===== src/rtl/core/nfa_pkg.sv =====
// shared constants, types and codes for the feature accumulator core
`timescale 1ns / 1ps
package nfa_pkg;

  // network shape
  localparam int HALF_DIMS    = 256;
  localparam int FEATURES     = 1548;
  localparam int KING_SQUARES = 81;

  // item field widths
  localparam int FUNC_W = 3;
  localparam int KS_W   = 7;
  localparam int FEAT_W = 11;
  localparam int LANE_W = 8;
  localparam int VAL_W  = 16;

  // memory word organization: several lanes per word
  localparam int LANE_BITS = 16;
  localparam int LPW       = (HALF_DIMS < 16) ? HALF_DIMS : 16;
  localparam int LSEL_W    = $clog2(LPW);
  localparam int WORD_W    = LPW * LANE_BITS;
  localparam int WPR       = (HALF_DIMS + LPW - 1) / LPW;
  localparam int WPR_W     = (WPR > 1) ? $clog2(WPR) : 1;
  localparam int LAST_LANES = HALF_DIMS - (WPR - 1) * LPW;

  // weight store addressing
  localparam int ROWS     = KING_SQUARES * FEATURES;
  localparam int ROW_W    = (ROWS > 1) ? $clog2(ROWS) : 1;
  localparam int WT_WORDS = ROWS * WPR;
  localparam int WT_AW    = (WT_WORDS > 1) ? $clog2(WT_WORDS) : 1;

  // accumulator store: one word row block per perspective
  localparam int ACC_AW   = WPR_W + 1;
  localparam int ACC_ROWS = 2 ** ACC_AW;

  // transform output packing
  localparam int BYTES_PER_BEAT = 8;
  localparam int OUT_W          = BYTES_PER_BEAT * 8;
  localparam int RESULT_COUNT   = (2 * HALF_DIMS + BYTES_PER_BEAT - 1) / BYTES_PER_BEAT;
  localparam int RES_W          = $clog2(RESULT_COUNT);
  localparam int BUF_BYTES      = BYTES_PER_BEAT + LPW - 1;
  localparam int BCNT_W         = $clog2(BUF_BYTES + 1);

  typedef logic [WORD_W-1:0] word_t;
  typedef logic [LPW-1:0][7:0] lane_bytes_t;

  typedef enum logic [FUNC_W-1:0] {
    FN_BIAS_WR   = 3'd0,
    FN_WEIGHT_WR = 3'd1,
    FN_LOAD_BIAS = 3'd2,
    FN_ADD_ROW   = 3'd3,
    FN_SUB_ROW   = 3'd4,
    FN_TRANSFORM = 3'd5
  } func_t;

  typedef enum logic [1:0] {
    ALU_PASS,
    ALU_ADD,
    ALU_SUB
  } alu_op_t;

  typedef struct packed {
    alu_op_t op;
    logic    acc_ok;
  } alu_ctl_t;

  typedef enum logic [3:0] {
    S_IDLE,
    S_BIAS_WR,
    S_ROW_IDX,
    S_ROW_BASE,
    S_WT_WR,
    S_ROW_OP,
    S_XF_RD,
    S_XF_CAT,
    S_XF_EMIT
  } state_t;

endpackage


===== src/rtl/core/nfa_lane_alu.sv =====
// shared lane unit: wrapping add, subtract or pass per lane, and 0..127 clamp
`timescale 1ns / 1ps
module nfa_lane_alu (
  input  nfa_pkg::alu_ctl_t    ctl,
  input  nfa_pkg::word_t       acc_word,
  input  nfa_pkg::word_t       operand,
  output nfa_pkg::word_t       result,
  output nfa_pkg::lane_bytes_t clamp_bytes
);

  always_comb begin
    logic [nfa_pkg::LANE_BITS-1:0] a;
    logic [nfa_pkg::LANE_BITS-1:0] b;
    logic [nfa_pkg::LANE_BITS-1:0] r;
    result      = '0;
    clamp_bytes = '0;
    for (int j = 0; j < nfa_pkg::LPW; j++) begin
      // never-loaded accumulator rows read as zero
      a = ctl.acc_ok ? acc_word[j*nfa_pkg::LANE_BITS +: nfa_pkg::LANE_BITS] : '0;
      b = operand[j*nfa_pkg::LANE_BITS +: nfa_pkg::LANE_BITS];
      unique case (ctl.op)
        nfa_pkg::ALU_PASS: r = b;
        nfa_pkg::ALU_ADD:  r = a + b;
        nfa_pkg::ALU_SUB:  r = a - b;
        default:           r = b;
      endcase
      result[j*nfa_pkg::LANE_BITS +: nfa_pkg::LANE_BITS] = r;
      // negative to 0, above 127 to 127
      if (a[nfa_pkg::LANE_BITS-1]) begin
        clamp_bytes[j] = 8'd0;
      end else if (|a[nfa_pkg::LANE_BITS-2:7]) begin
        clamp_bytes[j] = 8'd127;
      end else begin
        clamp_bytes[j] = {1'b0, a[6:0]};
      end
    end
  end

endmodule


===== config.mk =====
export PLATFORM = sky130hd
export DESIGN_NAME = nfa_lane_alu
export DESIGN_NICKNAME = d
export VERILOG_FILES = /design/src/rtl/core/nfa_pkg.sv /design/src/rtl/core/nfa_lane_alu.sv
export SDC_FILE = /design/constraint.sdc
export NUM_CORES = 1
export LEC_CHECK = 0
export BUFFER_PORTS_ARGS = -buffer_cell sky130_fd_sc_hd__clkbuf_2
export CAP_MARGIN = 20
export CELL_PAD_IN_SITES_DETAIL_PLACEMENT = 1
export CELL_PAD_IN_SITES_GLOBAL_PLACEMENT = 2
export CORE_AREA = 2 2 355 357
export DETAILED_ROUTE_END_ITERATION = 6
export DIE_AREA = 0 0 357 359
export GPL_TIMING_DRIVEN = 1
export PLACE_DENSITY = 0.6
export SYNTH_ARGS = -nofsm -noshare
export SYNTH_HDL_FRONTEND = slang
export SYNTH_SLANG_ARGS = --single-unit

===== constraint.sdc =====
create_clock -name vclk -period 4.6
set_input_delay 0.46 -clock vclk [all_inputs]
set_output_delay 0.46 -clock vclk [all_outputs]
set_load 0.1 [all_outputs]

==> flow_summary.ini <==
[logic_synthesis]
synthDistinctLibCells = 80
ys_seq_area_share_pct = 0
netlist_area_um2 = 21100
yosysWarningCount = 0
synth.area.top_cells = ha_1 (15%), xnor2_1 (12%), a21oi_1 (8.8%)
syn_area_per_cell_um2 = 6.31
synth.most_common_cell = nand2_1
synth_top_area_cell = ha_1
synth_top_area_share_pct = 15.2
ys_top_cells_by_count = nand2_1 (424), a21oi_1 (373), o21ai_0 (284), xnor2_1 (280), ha_1 (257)
syn-instance-count = 3343

[layout]
seq_area_um2 = 0
area_delta_synth_final_pct = 51.4
drive_gt1_share_pct = 29.6
finalNonFillerCells = 5894
nClkBuffers = 0
nFillCells = 15500
fin_nets = 5015
multiInputGateArea_um2 = 20700
fin_area_um2 = 32000
seq_cells = 0

[placed_design]
dpl_worst_slack_ns = 0.0705
place.gp.congestion = 0.914
dp_cells = 5874
dpl_cell_area_um2 = 31900
dp_hpwl_mm = 109
port_buffers = 883

[critical_path]
slowest_stage = mux2_2
end_kind = output port
timing.critical_path.buf_inv = 5
worstPathArrival_ns = 3.92
required_ns = 4.14
path_cells = clkbuf_2 -> inv_1 -> ha_4 -> buf_12 -> mux2_2 -> inv_1 -> ha_1 -> nor2b_1 -> o31ai_1 -> nand2_1 -> a41o_1 -> a41oi_1 -> mux2i_1 -> o21ai_1 -> xor2_4 -> buf_12
worst-setup-path-type = in2out
max_stage_delay_ns = 0.40
cp-start-kind = input port
crit_fanout = 43
cpLargestDelayFamily = compound AO/OA/AOI/OAI gates

[sta]
finalMaxSlewViolations = 0
setup_violations = 0
rsz0062_at_grt = no
period_needed_ns = 4.38
holdWs_ns = 1.27
maxSlewHeadroom_pct = 50.6
final.setup.worst_slack_ns = 0.219
fmax_ghz = 0.228
worst_slew_pin_slew_ns = 0.735
hold_viol_final = 0
finalCritPeriodShare_pct = 95.2

[grt]
gr-usage-all-layers_pct = 18.0
globalRouteOverflowTotal = 0
grt_pass1_vias = 28300
grt_pass1_wl_mm = 179
grt_max_degree = 91
grt_antenna_before_repair = 34

[floorplanning]
die_w_um = 357
start_util_pct = 16.9
io_pins = 899
core-area_um2 = 125000
die_h_um = 359
die_area_um2 = 128000
rows = 130

[routing]
vias_per_cell = 4.55
drcViolationCount = 0
vias = 26800
ant_nets = 0
wl_per_cell_um = 20.6
drtIter0Drc = 910
first_pass_iters = 5
drt-total-wl_mm = 121

[clocking]
post-cts-setup-buffers = 0

[run_status]
status = finished, final reports clean

[power]
leakage_nw = 15.3
vdd_drop_max_mv = 0.201
p_total_mw = 10.3
powerDensity_nw_per_um2 = 321

[min_path]
min_path_cells = 3
worstHoldEndpoint = result[47]
hp-start = operand[47]
hold_class = in2out

[run]
cap_violations = 0
per-stage QoR:
step / setup TNS (ns) / utilization, %
6_report: 0 / 25.7
5_1_grt: 0 / 25.7
4_1_cts: 0 / 25.6
3_5_place_dp: 0 / 25.6
3_3_place_gp: 0 / 25.6
2_1_floorplan: -0.273 / -
cells by family (layout without fill, tap and decap cells):
group | count (synthesis) | count (layout) | synth area share, %
compound gates | 1004 | 1004 | 28.2
simple gates | 1222 | 1222 | 28.4
mux | 47 | 47 | 2.44
buf+inv | 388 | 1255 | 7.21
fa+ha+maj | 273 | 273 | 16.7
other cells | 1 | 35 | 0.0178
xor+xnor | 408 | 408 | 16.9
worst max-delay path by stage:
stage	startpoint	end	slack, ns	depth (start not counted)
3_5_place_dp	operand[192]	result[205]	0.07	17
3_3_place_gp	ctl[1]	result[127]	0.04	19
4_1_cts	operand[192]	result[205]	0.06	17
5_1_grt	operand[36]	result[47]	0.008	20
6_report	ctl[1]	result[191]	0.22	16
2_1_floorplan	ctl[1]	result[189]	-0.22	16
power by group:
part / internal, mW / total [mW] / switching (mW)
clock network: 0.000000557 / 0.000000557 / 0
logic: 3.13 / 10.3 / 7.13
registers: 0 / 0 / 0
timing repair:
item	4_1_cts	5_1_grt
hold buffers	0	0
gates resized for setup	0	16
endpoints found under the setup margin	0	12
final cells by class:
type / count / area share [%]
Antenna cell: 19 / 0.149
Inverter: 227 / 2.67
Multi-Input combinational cell: 2970 / 64.7
Tap cell: 1650 / 6.46
Timing Repair Buffer: 1028 / 26.0
layer usage:
| layer | global-route usage [%] | wire length, µm | part of all wire (%) |
|---|---|---|---|
| met5 | 0 | 146 | 0.12 |
| met4 | 3.97 | 2470 | 2.0 |
| met3 | 3.50 | 6080 | 5.0 |
| met2 | 33.0 | 61600 | 51 |
| met1 | 21.5 | 51000 | 42 |
tightest hold or removal path, cell delays in order:
cell	delay [ns]
clkbuf_2	0.10
xor2_2	0.08
buf_12	0.16
placed cells by master (no fill, tap or decap), types with 11 or more instances in the layout:
cell	instances
o211ai_1	14
nand2_1	424
o21ai_1	80
nor3_1	98
a211oi_1	18
o31ai_2	14
xnor2_1	280
nor2_1	250
buf_4	141
o31ai_1	11
nand3_1	31
a21oi_1	365
o21ai_2	91
mux2_2	26
xor2_1	113
and2_1	149
o21a_1	52
diode_2	19
and3_1	23
nor4_1	37
conb_1	16
o21ai_4	11
nor4bb_1	14
buf_12	186
fa_1	16
nand2b_1	62
o2111ai_1	11
a31oi_1	51
inv_1	226
o21ai_0	113
or3_1	25
clkbuf_2	698
a21o_1	62
ha_1	256
nor2b_1	50
mux2i_1	19
Power figures use the tool's default switching activity.
